<file path="src/hdl/trapezoidal_motion_profile_core_macros.svh">
// Assertion macros used by the profile core RTL.
`ifndef TRAPEZOIDAL_MOTION_PROFILE_CORE_MACROS_SVH
`define TRAPEZOIDAL_MOTION_PROFILE_CORE_MACROS_SVH

// Property that must hold at every clock edge outside reset.
`define TMP_ASSERT(label, clk, rstn, prop, msg) \
    label: assert property (@(posedge clk) disable iff (!rstn) (prop)) else $error(msg);

// Implication checked at every clock edge outside reset.
`define TMP_ASSERT_IMP(label, clk, rstn, ante, cons, msg) \
    label: assert property (@(posedge clk) disable iff (!rstn) (ante) |-> (cons)) \
        else $error(msg);

// Implication whose consequent is checked in the following cycle.
`define TMP_ASSERT_NEXT(label, clk, rstn, ante, cons, msg) \
    label: assert property (@(posedge clk) disable iff (!rstn) (ante) |=> (cons)) \
        else $error(msg);

`endif

</file>
<file path="src/hdl/tmp_pkg.sv">
package tmp_pkg;

    localparam logic [1:0] ST_RUNNING  = 2'd0;
    localparam logic [1:0] ST_FINISHED = 2'd1;
    localparam logic [1:0] ST_NO_PLAN  = 2'd2;
    localparam logic [1:0] ST_REJECTED = 2'd3;

    localparam logic [1:0] CFG_ACCEL     = 2'd0;
    localparam logic [1:0] CFG_MAX_SPEED = 2'd1;
    localparam logic [1:0] CFG_DISTANCE  = 2'd2;

    // Handshake of a serial arithmetic unit.
    typedef struct packed {
        logic busy;
        logic done;
    } tmp_unit_st_t;

    // Saturate a 48-bit value to 32 bits.
    function automatic logic [31:0] sat48(input logic [47:0] x);
        logic [31:0] r;
        r = (x[47:32] != 16'd0) ? 32'hFFFF_FFFF : x[31:0];
        return r;
    endfunction

    // Saturating 32-bit sum.
    function automatic logic [31:0] add_sat(input logic [31:0] a, input logic [31:0] b);
        logic [32:0] s;
        s = {1'b0, a} + {1'b0, b};
        return s[32] ? 32'hFFFF_FFFF : s[31:0];
    endfunction

endpackage

</file>
<file path="src/hdl/tmp_mul.sv">
module tmp_mul
    import tmp_pkg::*;
(
    input  logic         aclk,
    input  logic         aresetn,
    input  logic         start,
    input  logic [31:0]  op_a,
    input  logic [31:0]  op_b,
    output tmp_unit_st_t st,
    output logic [63:0]  product
);

    // Shift-and-add multiplier, one multiplier bit per cycle.
    logic [63:0] acc_reg, acc_next;
    logic [63:0] mcand_reg, mcand_next;
    logic [31:0] mplier_reg, mplier_next;
    logic [4:0]  cnt_reg, cnt_next;
    logic        busy_reg, busy_next;
    logic        done_reg, done_next;

    always_comb begin
        acc_next    = acc_reg;
        mcand_next  = mcand_reg;
        mplier_next = mplier_reg;
        cnt_next    = cnt_reg;
        busy_next   = busy_reg;
        done_next   = 1'b0;
        if (start) begin
            acc_next    = '0;
            mcand_next  = {32'd0, op_a};
            mplier_next = op_b;
            cnt_next    = 5'd31;
            busy_next   = 1'b1;
        end else if (busy_reg) begin
            if (mplier_reg[0]) begin
                acc_next = acc_reg + mcand_reg;
            end
            mcand_next  = {mcand_reg[62:0], 1'b0};
            mplier_next = {1'b0, mplier_reg[31:1]};
            cnt_next    = cnt_reg - 5'd1;
            if (cnt_reg == 5'd0) begin
                busy_next = 1'b0;
                done_next = 1'b1;
            end
        end
    end

    always_ff @(posedge aclk) begin
        if (!aresetn) begin
            busy_reg <= 1'b0;
            done_reg <= 1'b0;
            cnt_reg  <= '0;
        end else begin
            busy_reg <= busy_next;
            done_reg <= done_next;
            cnt_reg  <= cnt_next;
        end
        acc_reg    <= acc_next;
        mcand_reg  <= mcand_next;
        mplier_reg <= mplier_next;
    end

    assign st.busy = busy_reg;
    assign st.done = done_reg;
    assign product = acc_reg;

endmodule

</file>
<file path="src/hdl/tmp_div.sv">
module tmp_div
    import tmp_pkg::*;
(
    input  logic         aclk,
    input  logic         aresetn,
    input  logic         start,
    input  logic [31:0]  numer,
    input  logic [31:0]  denom,
    output tmp_unit_st_t st,
    output logic [47:0]  quotient
);

    // Restoring divider of (numer << 16) by denom, one quotient bit per cycle.
    // The dividend shifts out at the top while quotient bits shift in below.
    logic [47:0] dvd_reg, dvd_next;
    logic [31:0] rem_reg, rem_next;
    logic [31:0] dvs_reg, dvs_next;
    logic [5:0]  cnt_reg, cnt_next;
    logic        busy_reg, busy_next;
    logic        done_reg, done_next;
    logic [32:0] trial;

    always_comb begin
        dvd_next  = dvd_reg;
        rem_next  = rem_reg;
        dvs_next  = dvs_reg;
        cnt_next  = cnt_reg;
        busy_next = busy_reg;
        done_next = 1'b0;
        trial     = {rem_reg, dvd_reg[47]};
        if (start) begin
            dvd_next  = {numer, 16'd0};
            rem_next  = '0;
            dvs_next  = denom;
            cnt_next  = 6'd47;
            busy_next = 1'b1;
        end else if (busy_reg) begin
            if (trial >= {1'b0, dvs_reg}) begin
                rem_next = 32'(trial - {1'b0, dvs_reg});
                dvd_next = {dvd_reg[46:0], 1'b1};
            end else begin
                rem_next = trial[31:0];
                dvd_next = {dvd_reg[46:0], 1'b0};
            end
            cnt_next = cnt_reg - 6'd1;
            if (cnt_reg == 6'd0) begin
                busy_next = 1'b0;
                done_next = 1'b1;
            end
        end
    end

    always_ff @(posedge aclk) begin
        if (!aresetn) begin
            busy_reg <= 1'b0;
            done_reg <= 1'b0;
            cnt_reg  <= '0;
        end else begin
            busy_reg <= busy_next;
            done_reg <= done_next;
            cnt_reg  <= cnt_next;
        end
        dvd_reg <= dvd_next;
        rem_reg <= rem_next;
        dvs_reg <= dvs_next;
    end

    assign st.busy  = busy_reg;
    assign st.done  = done_reg;
    assign quotient = dvd_reg;

endmodule

</file>
<file path="src/hdl/tmp_sqrt.sv">
module tmp_sqrt
    import tmp_pkg::*;
(
    input  logic         aclk,
    input  logic         aresetn,
    input  logic         start,
    input  logic [63:0]  radicand,
    output tmp_unit_st_t st,
    output logic [31:0]  root
);

    // Digit-by-digit integer square root, two radicand bits per cycle.
    logic [63:0] x_reg, x_next;
    logic [33:0] rem_reg, rem_next;
    logic [31:0] root_reg, root_next;
    logic [4:0]  cnt_reg, cnt_next;
    logic        busy_reg, busy_next;
    logic        done_reg, done_next;
    logic [33:0] shifted;
    logic [33:0] trial;

    always_comb begin
        x_next    = x_reg;
        rem_next  = rem_reg;
        root_next = root_reg;
        cnt_next  = cnt_reg;
        busy_next = busy_reg;
        done_next = 1'b0;
        shifted   = {rem_reg[31:0], x_reg[63:62]};
        trial     = {root_reg, 2'b01};
        if (start) begin
            x_next    = radicand;
            rem_next  = '0;
            root_next = '0;
            cnt_next  = 5'd31;
            busy_next = 1'b1;
        end else if (busy_reg) begin
            x_next = {x_reg[61:0], 2'b00};
            if (shifted >= trial) begin
                rem_next  = shifted - trial;
                root_next = {root_reg[30:0], 1'b1};
            end else begin
                rem_next  = shifted;
                root_next = {root_reg[30:0], 1'b0};
            end
            cnt_next = cnt_reg - 5'd1;
            if (cnt_reg == 5'd0) begin
                busy_next = 1'b0;
                done_next = 1'b1;
            end
        end
    end

    always_ff @(posedge aclk) begin
        if (!aresetn) begin
            busy_reg <= 1'b0;
            done_reg <= 1'b0;
            cnt_reg  <= '0;
        end else begin
            busy_reg <= busy_next;
            done_reg <= done_next;
            cnt_reg  <= cnt_next;
        end
        x_reg    <= x_next;
        rem_reg  <= rem_next;
        root_reg <= root_next;
    end

    assign st.busy = busy_reg;
    assign st.done = done_reg;
    assign root    = root_reg;

endmodule

</file>
<file path="src/hdl/trapezoidal_motion_profile_core.sv">
// Trapezoidal velocity profile generator, unsigned Q16.16 throughout.
// Configuration: acceleration, top speed and distance are written through
// the plain write port (index 0, 1, 2); the user writes them only while
// the block is idle, which the block itself does not enforce. Input
// channel: one beat per request; s_tuser says restart (1) or tick (0),
// s_tdata carries the tick time. Output channel: one beat per input beat
// with the commanded position, the status code and the done and ramp-down
// flags. Multiplications, divisions and the square root run bit-serially
// on a shared shift-and-add multiplier, a restoring divider and a
// square-root unit, one bit (two for the root) per cycle, all sequenced by
// one state machine. A tick in a ramp phase takes two multiplications, a
// tick in the cruise phase one and a tick past the end none. A restart of a
// trapezoidal move takes a division, a multiplication and a second
// division; a triangular move adds a multiplication, a root and a second
// divide-multiply pass. One request is in flight at a time.
// The result sits in an output register; the next beat is accepted while it
// waits, and a further result simply waits until the receiver takes it.
// Reset (synchronous, active low) clears the configuration and the plan.
`include "trapezoidal_motion_profile_core_macros.svh"

module trapezoidal_motion_profile_core
    import tmp_pkg::*;
(
    input  logic        aclk,
    input  logic        aresetn,
    // Configuration write port.
    input  logic        cfg_wr_en,
    input  logic [1:0]  cfg_addr,
    input  logic [31:0] cfg_wdata,
    // Input channel.
    input  logic        s_tvalid,
    output logic        s_tready,
    input  logic [15:0] s_tdata,   // [15:0] tick_time
    input  logic [0:0]  s_tuser,   // [0] req_type
    // Result channel.
    output logic        m_tvalid,
    input  logic        m_tready,
    output logic [39:0] m_tdata    // [31:0] position, [33:32] status,
                                   // [34] done_res, [35] decelerating, zeros
);

    typedef enum logic [15:0] {
        S_IDLE     = 16'b0000_0000_0000_0001,
        S_DIV_RT   = 16'b0000_0000_0000_0010,
        S_MUL_RD   = 16'b0000_0000_0000_0100,
        S_CHECK    = 16'b0000_0000_0000_1000,
        S_MUL_AD   = 16'b0000_0000_0001_0000,
        S_SQRT     = 16'b0000_0000_0010_0000,
        S_DIV_CT   = 16'b0000_0000_0100_0000,
        S_SUM_CE   = 16'b0000_0000_1000_0000,
        S_COMMIT   = 16'b0000_0001_0000_0000,
        S_T_SEL    = 16'b0000_0010_0000_0000,
        S_T_MUL_Q  = 16'b0000_0100_0000_0000,
        S_T_MUL_P  = 16'b0000_1000_0000_0000,
        S_T_MUL_C  = 16'b0001_0000_0000_0000,
        S_T_FIN    = 16'b0010_0000_0000_0000,
        S_RESULT   = 16'b0100_0000_0000_0000,
        S_SPARE    = 16'b1000_0000_0000_0000
    } state_t;

    state_t state_reg, state_next;

    // Configuration registers.
    logic [31:0] accel_reg, max_speed_reg, distance_reg;

    // Committed plan.
    logic        planned_reg, planned_next;
    logic [31:0] elapsed_reg, elapsed_next;
    logic [31:0] ramp_time_reg, ramp_time_next;
    logic [31:0] cruise_end_reg, cruise_end_next;
    logic [31:0] total_reg, total_next;
    logic [31:0] peak_reg, peak_next;
    logic [31:0] ramp_dist_reg, ramp_dist_next;
    logic [31:0] plan_accel_reg, plan_accel_next;
    logic [31:0] plan_dist_reg, plan_dist_next;
    logic [31:0] cur_pos_reg, cur_pos_next;

    // Working values while planning or evaluating a tick.
    logic [31:0] w_sp_reg, w_sp_next;
    logic [31:0] w_rt_reg, w_rt_next;
    logic [31:0] w_rd_reg, w_rd_next;
    logic [31:0] w_ct_reg, w_ct_next;
    logic [31:0] w_ce_reg, w_ce_next;
    logic        tri_reg, tri_next;
    logic [31:0] t_reg, t_next;
    logic        down_reg, down_next;
    logic [31:0] pos_w_reg, pos_w_next;

    // Pending result and output register.
    logic [31:0] res_pos_reg, res_pos_next;
    logic [1:0]  res_status_reg, res_status_next;
    logic        res_done_reg, res_done_next;
    logic        res_decel_reg, res_decel_next;
    logic        m_valid_reg, m_valid_next;
    logic [39:0] m_data_reg, m_data_next;

    // Serial units.
    logic         mul_start, div_start, sqrt_start;
    logic [31:0]  mul_a, mul_b, div_n, div_d;
    logic [63:0]  sqrt_x;
    tmp_unit_st_t mul_st, div_st, sqrt_st;
    logic [63:0]  mul_p;
    logic [47:0]  div_q;
    logic [31:0]  sqrt_r;

    logic        s_fire;
    logic        old_done, old_decel;
    logic [31:0] half_term;
    logic [31:0] q_sat;

    tmp_mul u_mul (
        .aclk    (aclk),
        .aresetn (aresetn),
        .start   (mul_start),
        .op_a    (mul_a),
        .op_b    (mul_b),
        .st      (mul_st),
        .product (mul_p)
    );

    tmp_div u_div (
        .aclk     (aclk),
        .aresetn  (aresetn),
        .start    (div_start),
        .numer    (div_n),
        .denom    (div_d),
        .st       (div_st),
        .quotient (div_q)
    );

    tmp_sqrt u_sqrt (
        .aclk     (aclk),
        .aresetn  (aresetn),
        .start    (sqrt_start),
        .radicand (sqrt_x),
        .st       (sqrt_st),
        .root     (sqrt_r)
    );

    // Configuration writes; an index beyond the list is ignored.
    always_ff @(posedge aclk) begin
        if (!aresetn) begin
            accel_reg     <= '0;
            max_speed_reg <= '0;
            distance_reg  <= '0;
        end else if (cfg_wr_en) begin
            unique case (cfg_addr)
                CFG_ACCEL:     accel_reg     <= cfg_wdata;
                CFG_MAX_SPEED: max_speed_reg <= cfg_wdata;
                CFG_DISTANCE:  distance_reg  <= cfg_wdata;
                default: ;
            endcase
        end
    end

    assign s_tready = (state_reg == S_IDLE);
    assign s_fire   = s_tvalid && s_tready;

    // Flags of the plan as it stands, used when a restart is rejected.
    assign old_done  = planned_reg && (elapsed_reg >= total_reg);
    assign old_decel = planned_reg && (cruise_end_reg < elapsed_reg)
                       && (elapsed_reg < total_reg);

    assign q_sat     = sat48(mul_p[63:16]);
    assign half_term = sat48({1'b0, mul_p[63:17]});

    always_comb begin
        state_next      = state_reg;
        planned_next    = planned_reg;
        elapsed_next    = elapsed_reg;
        ramp_time_next  = ramp_time_reg;
        cruise_end_next = cruise_end_reg;
        total_next      = total_reg;
        peak_next       = peak_reg;
        ramp_dist_next  = ramp_dist_reg;
        plan_accel_next = plan_accel_reg;
        plan_dist_next  = plan_dist_reg;
        cur_pos_next    = cur_pos_reg;
        w_sp_next       = w_sp_reg;
        w_rt_next       = w_rt_reg;
        w_rd_next       = w_rd_reg;
        w_ct_next       = w_ct_reg;
        w_ce_next       = w_ce_reg;
        tri_next        = tri_reg;
        t_next          = t_reg;
        down_next       = down_reg;
        pos_w_next      = pos_w_reg;
        res_pos_next    = res_pos_reg;
        res_status_next = res_status_reg;
        res_done_next   = res_done_reg;
        res_decel_next  = res_decel_reg;
        m_valid_next    = m_valid_reg;
        m_data_next     = m_data_reg;
        mul_start       = 1'b0;
        mul_a           = accel_reg;
        mul_b           = distance_reg;
        div_start       = 1'b0;
        div_n           = max_speed_reg;
        div_d           = accel_reg;
        sqrt_start      = 1'b0;
        sqrt_x          = mul_p;

        if (m_valid_reg && m_tready) begin
            m_valid_next = 1'b0;
        end

        unique case (state_reg)
            S_IDLE: begin
                if (s_fire) begin
                    if (s_tuser[0]) begin
                        if ((accel_reg == '0) || (max_speed_reg == '0)
                            || (distance_reg == '0)) begin
                            res_pos_next    = cur_pos_reg;
                            res_status_next = ST_REJECTED;
                            res_done_next   = old_done;
                            res_decel_next  = old_decel;
                            state_next      = S_RESULT;
                        end else begin
                            w_sp_next  = max_speed_reg;
                            tri_next   = 1'b0;
                            div_start  = 1'b1;
                            state_next = S_DIV_RT;
                        end
                    end else if (!planned_reg) begin
                        res_pos_next    = cur_pos_reg;
                        res_status_next = ST_NO_PLAN;
                        res_done_next   = 1'b0;
                        res_decel_next  = 1'b0;
                        state_next      = S_RESULT;
                    end else begin
                        elapsed_next = add_sat(elapsed_reg, {16'd0, s_tdata});
                        state_next   = S_T_SEL;
                    end
                end
            end
            S_DIV_RT: begin
                if (div_st.done) begin
                    w_rt_next  = sat48(div_q);
                    mul_start  = 1'b1;
                    mul_a      = w_sp_reg;
                    mul_b      = sat48(div_q);
                    state_next = S_MUL_RD;
                end
            end
            S_MUL_RD: begin
                if (mul_st.done) begin
                    w_rd_next  = half_term;
                    state_next = S_CHECK;
                end
            end
            S_CHECK: begin
                if (!tri_reg && ({w_rd_reg, 1'b0} > {1'b0, distance_reg})) begin
                    // Ramps overrun the distance: the move turns triangular.
                    mul_start  = 1'b1;
                    state_next = S_MUL_AD;
                end else begin
                    div_start  = 1'b1;
                    div_n      = tri_reg ? 32'd0 : 32'(distance_reg - {w_rd_reg[30:0], 1'b0});
                    div_d      = w_sp_reg;
                    state_next = S_DIV_CT;
                end
            end
            S_MUL_AD: begin
                if (mul_st.done) begin
                    sqrt_start = 1'b1;
                    state_next = S_SQRT;
                end
            end
            S_SQRT: begin
                if (sqrt_st.done) begin
                    if (sqrt_r == '0) begin
                        res_pos_next    = cur_pos_reg;
                        res_status_next = ST_REJECTED;
                        res_done_next   = old_done;
                        res_decel_next  = old_decel;
                        state_next      = S_RESULT;
                    end else begin
                        w_sp_next  = sqrt_r;
                        tri_next   = 1'b1;
                        div_start  = 1'b1;
                        div_n      = sqrt_r;
                        state_next = S_DIV_RT;
                    end
                end
            end
            S_DIV_CT: begin
                if (div_st.done) begin
                    w_ct_next  = sat48(div_q);
                    state_next = S_SUM_CE;
                end
            end
            S_SUM_CE: begin
                w_ce_next  = add_sat(w_rt_reg, w_ct_reg);
                state_next = S_COMMIT;
            end
            S_COMMIT: begin
                total_next      = add_sat(w_ce_reg, w_rt_reg);
                cruise_end_next = w_ce_reg;
                ramp_time_next  = w_rt_reg;
                ramp_dist_next  = w_rd_reg;
                peak_next       = w_sp_reg;
                plan_accel_next = accel_reg;
                plan_dist_next  = distance_reg;
                elapsed_next    = '0;
                planned_next    = 1'b1;
                res_pos_next    = cur_pos_reg;
                // Elapsed time is zero, so the move is done only if it is empty.
                res_done_next   = (add_sat(w_ce_reg, w_rt_reg) == '0);
                res_decel_next  = 1'b0;
                res_status_next = (add_sat(w_ce_reg, w_rt_reg) == '0) ?
                                  ST_FINISHED : ST_RUNNING;
                state_next      = S_RESULT;
            end
            S_T_SEL: begin
                if (total_reg < elapsed_reg) begin
                    pos_w_next = plan_dist_reg;
                    state_next = S_T_FIN;
                end else if (elapsed_reg < ramp_time_reg) begin
                    t_next     = elapsed_reg;
                    down_next  = 1'b0;
                    mul_start  = 1'b1;
                    mul_a      = plan_accel_reg;
                    mul_b      = elapsed_reg;
                    state_next = S_T_MUL_Q;
                end else if (elapsed_reg < cruise_end_reg) begin
                    mul_start  = 1'b1;
                    mul_a      = peak_reg;
                    mul_b      = elapsed_reg - ramp_time_reg;
                    state_next = S_T_MUL_C;
                end else begin
                    t_next     = total_reg - elapsed_reg;
                    down_next  = 1'b1;
                    mul_start  = 1'b1;
                    mul_a      = plan_accel_reg;
                    mul_b      = total_reg - elapsed_reg;
                    state_next = S_T_MUL_Q;
                end
            end
            S_T_MUL_Q: begin
                if (mul_st.done) begin
                    mul_start  = 1'b1;
                    mul_a      = q_sat;
                    mul_b      = t_reg;
                    state_next = S_T_MUL_P;
                end
            end
            S_T_MUL_P: begin
                if (mul_st.done) begin
                    if (down_reg) begin
                        pos_w_next = (plan_dist_reg > half_term) ?
                                     plan_dist_reg - half_term : 32'd0;
                    end else begin
                        pos_w_next = half_term;
                    end
                    state_next = S_T_FIN;
                end
            end
            S_T_MUL_C: begin
                if (mul_st.done) begin
                    pos_w_next = add_sat(ramp_dist_reg, q_sat);
                    state_next = S_T_FIN;
                end
            end
            S_T_FIN: begin
                cur_pos_next    = pos_w_reg;
                res_pos_next    = pos_w_reg;
                res_done_next   = (elapsed_reg >= total_reg);
                res_decel_next  = (cruise_end_reg < elapsed_reg)
                                  && (elapsed_reg < total_reg);
                res_status_next = (elapsed_reg >= total_reg) ? ST_FINISHED : ST_RUNNING;
                state_next      = S_RESULT;
            end
            S_RESULT: begin
                // Hand over once the output register is free or being emptied.
                if (!m_valid_reg || m_tready) begin
                    m_valid_next = 1'b1;
                    m_data_next  = {4'd0, res_decel_reg, res_done_reg,
                                    res_status_reg, res_pos_reg};
                    state_next   = S_IDLE;
                end
            end
            default: begin
                state_next = S_IDLE;
            end
        endcase
    end

    always_ff @(posedge aclk) begin
        if (!aresetn) begin
            state_reg      <= S_IDLE;
            planned_reg    <= 1'b0;
            elapsed_reg    <= '0;
            ramp_time_reg  <= '0;
            cruise_end_reg <= '0;
            total_reg      <= '0;
            peak_reg       <= '0;
            ramp_dist_reg  <= '0;
            plan_accel_reg <= '0;
            plan_dist_reg  <= '0;
            cur_pos_reg    <= '0;
            m_valid_reg    <= 1'b0;
        end else begin
            state_reg      <= state_next;
            planned_reg    <= planned_next;
            elapsed_reg    <= elapsed_next;
            ramp_time_reg  <= ramp_time_next;
            cruise_end_reg <= cruise_end_next;
            total_reg      <= total_next;
            peak_reg       <= peak_next;
            ramp_dist_reg  <= ramp_dist_next;
            plan_accel_reg <= plan_accel_next;
            plan_dist_reg  <= plan_dist_next;
            cur_pos_reg    <= cur_pos_next;
            m_valid_reg    <= m_valid_next;
        end
        w_sp_reg       <= w_sp_next;
        w_rt_reg       <= w_rt_next;
        w_rd_reg       <= w_rd_next;
        w_ct_reg       <= w_ct_next;
        w_ce_reg       <= w_ce_next;
        tri_reg        <= tri_next;
        t_reg          <= t_next;
        down_reg       <= down_next;
        pos_w_reg      <= pos_w_next;
        res_pos_reg    <= res_pos_next;
        res_status_reg <= res_status_next;
        res_done_reg   <= res_done_next;
        res_decel_reg  <= res_decel_next;
        m_data_reg     <= m_data_next;
    end

    assign m_tvalid = m_valid_reg;
    assign m_tdata  = m_data_reg;

    `TMP_ASSERT_NEXT(a_busy_after_accept, aclk, aresetn, s_fire, state_reg != S_IDLE, "accepted beat left the sequencer idle")
    `TMP_ASSERT_IMP(a_units_quiet_idle, aclk, aresetn, state_reg == S_IDLE, !mul_st.busy && !div_st.busy && !sqrt_st.busy, "serial unit busy while idle")
    `TMP_ASSERT_IMP(a_no_plan_no_time, aclk, aresetn, !planned_reg, elapsed_reg == '0, "elapsed time moved without a plan")
    `TMP_ASSERT_IMP(a_flags_exclusive, aclk, aresetn, m_valid_reg, !(m_data_reg[34] && m_data_reg[35]), "done and ramp-down flags both set")

endmodule

</file>
<file path="config.mk">
export PLATFORM = sky130hd
export DESIGN_NAME = trapezoidal_motion_profile_core
export DESIGN_NICKNAME = d
export VERILOG_FILES = /design/src/hdl/tmp_pkg.sv /design/src/hdl/tmp_mul.sv /design/src/hdl/tmp_div.sv /design/src/hdl/tmp_sqrt.sv /design/src/hdl/trapezoidal_motion_profile_core.sv
export VERILOG_INCLUDE_DIRS = /design/src /design/src/hdl
export SDC_FILE = /design/constraint.sdc
export NUM_CORES = 2
export LEC_CHECK = 0
export ABC_AREA = 1
export BUFFER_PORTS_ARGS = -buffer_cell sky130_fd_sc_hd__buf_2
export CAP_MARGIN = 30
export CORE_ASPECT_RATIO = 1.1
export CORE_MARGIN = 5
export CORE_UTILIZATION = 58
export CTS_CLUSTER_DIAMETER = 200
export DETAILED_ROUTE_END_ITERATION = 10
export PLACE_DENSITY = 0.77
export REMOVE_ABC_BUFFERS = 1
export SYNTH_ARGS = -nofsm -noshare
export SYNTH_HDL_FRONTEND = slang
export SYNTH_HIERARCHICAL = 1
export SYNTH_SLANG_ARGS = --single-unit
</file>
<file path="constraint.sdc">
create_clock -name aclk -period 5.05 [get_ports aclk]
set_input_delay 1.01 -clock aclk [delete_from_list [all_inputs] [get_ports aclk]]
set_output_delay 1.01 -clock aclk [all_outputs]
set_load 0.05 [all_outputs]
</file>
==> impl_metrics.py <==
metrics = {
    "worst_setup_path": {
        "r2r_setup_slack_ps": 370,
        "path_max_fanout": 16,
        "required_ps": 5710,
        "cp-end-kind": "flop",
        "setup.worst_path.class": "flop to flop",
        "startpoint_type": "flop",
        "cp_data_arrival_time_ps": 5340,
    },
    "clock_tree": {
        "cts_buffers": 118,
        "cts_resized": 0,
        "cts_tree": "built",
        "ctsHoldBuffers": 0,
        "htreeDepth": 3,
        "cts.sinks": 1121,
        "clkTransAtPathRegs_ps": 60,
        "insertion_delay_ps": 820,
        "cts_setup_buffers": 0,
        "ctsLongestPathBuffers": 3,
        "root_buffer": "clkbuf_16",
    },
    "logic_synthesis": {
        "avgSynthCellArea_um2": 6.939,
        "syn_area_mm2": 0.07386,
        "yosys_warnings": 6,
        "netlist_instances": 10645,
    },
    "global_route": {
        "grt_pass1_wl_um": 438000,
        "antenna_found_initial": 23,
        "grt_max_degree": 151,
        "grt_pass1_vias": 69976,
        "grt_util_met2_pct": 65.98,
        "grt.total_usage_pct": 43.12,
        "grt-busiest-layer": "met2",
        "grtUsageMet1_pct": 53.66,
        "overflow": 0,
        "grt_use_met3_pct": 8.947,
    },
    "flow_run": {
        "max-cap-violations": 0,
    },
    "pwr": {
        "p_per_area_mw_per_mm2": 316.9,
        "peakVddDrop_uv": 369.2,
        "p_leak_nw": 38.43,
    },
    "die": {
        "die_h_um": 384.3,
        "die_w_um": 350.3,
        "fp.coreArea_mm2": 0.1267,
        "die_area_mm2": 0.1346,
        "rows": 137,
        "pin_count": 98,
        "start_util_pct": 58.31,
    },
    "sta": {
        "period_needed_ps": 4681,
        "setup_viol": 0,
        "rsz0062_at_grt": "no",
        "fin_skew_ps": 69.01,
        "hold_viol": 0,
        "worstMarginPinSlew_ps": 1107,
        "fin_crit_sh_pct": 92.69,
        "fmax_mhz": 213.6,
        "slew_headroom_pct": 25.94,
        "setup_tns_ps": 0,
        "hold_slack_ps": 415.9,
        "slew_viol_final": 0,
    },
    "worst_hold_path": {
        "hp-class": "flop to flop",
    },
    "placed_design": {
        "place_congestion": 1.070,
        "port_buffers": 93,
        "dp.cells": 12194,
        "place_hpwl_um": 234500,
    },
    "layout": {
        "nets": 11131,
        "fin_util_pct": 63.58,
        "area_delta_synth_final_pct": 9.047,
        "layout_common_cells": "3113 x nand2_1, 1499 x inv_1, 883 x a21oi_1",
        "final_common_cell": "nand2_1",
        "stdcell_count": 12437,
        "drive_gt1_share_pct": 5.924,
    },
    "detailed_routing": {
        "vias": 75462,
        "drt_iter0_markers": 9645,
        "drc": 0,
        "drt-total-wl_um": 300500,
        "avgViaCountPerCell": 6.068,
        "drt_first_pass_iters": 9,
        "ant_nets": 0,
        "wire_per_inst_um": 24.17,
    },
    "run_status": {
        "status": "finished clean",
    },
}
-- report_power, final --
part           total (mW)  internal, mW  switching (mW)
logic                5.33          1.39            3.94
registers            10.7          10.3           0.430
clock network        9.48          5.31            4.17
total                25.5          17.0            8.55
-- metrics by stage --
| step | power, mW | instance area [um^2] | setup WS (ps) |
|---|---|---|---|
| floorplan | 14.19 | 72380 | -5320 |
| global placement | 15.92 | 76230 | 527.4 |
| detailed placement | 16.00 | 76260 | 547.4 |
| CTS | 25.33 | 80500 | 630.1 |
| global route | 26.39 | 80520 | 163.2 |
| finish | 25.53 | 80550 | 369.1 |
-- worst max-delay path: stages (launching register included) --
cell     delay, ps
dfxtp_1        420
inv_1          120
ha_1           210
inv_1           80
fa_1           240
nand3_1         90
nand2_1        170
nand3_1        100
nand2_1        130
nand2_1         70
nand3_1        200
nand2_1         80
nand2_1        140
nand3_1        100
nand2_2        130
nand2_1        490
buf_4          400
nor3_2         130
buf_4          280
nand2_1         80
a31oi_1        610
nand2_1        130
nand2_1        100
-- metal layers --
metal / wire [um] / up-vias
li1: - / 34890
met1: 111000 / 34855
met2: 128100 / 4629
met3: 33140 / 1084
met4: 28140 / 4
met5: 104 / -
-- area by class of cell --
class / count / area [um^2]
fill: 11583 / 46130
multi-input combinational: 7644 / 39410
sequential: 1121 / 27350
inverter: 1530 / 5753
clock buffer: 144 / 3236
tap: 1668 / 2087
timing repair buffer: 231 / 1667
clock inverter: 82 / 1006
antenna: 17 / 42.54
-- path summary, 6_finish.rpt --
path | to | from | cells after the start
min | m_tdata[6] | res_pos_reg[6] | 0
max reg2reg | u_mul/mcand_reg[3] | elapsed_reg[0] | 22
min reg2reg | m_tdata[6] | res_pos_reg[6] | 0
max | u_mul/mcand_reg[3] | elapsed_reg[0] | 22
Power figures use the tool's default switching activity.
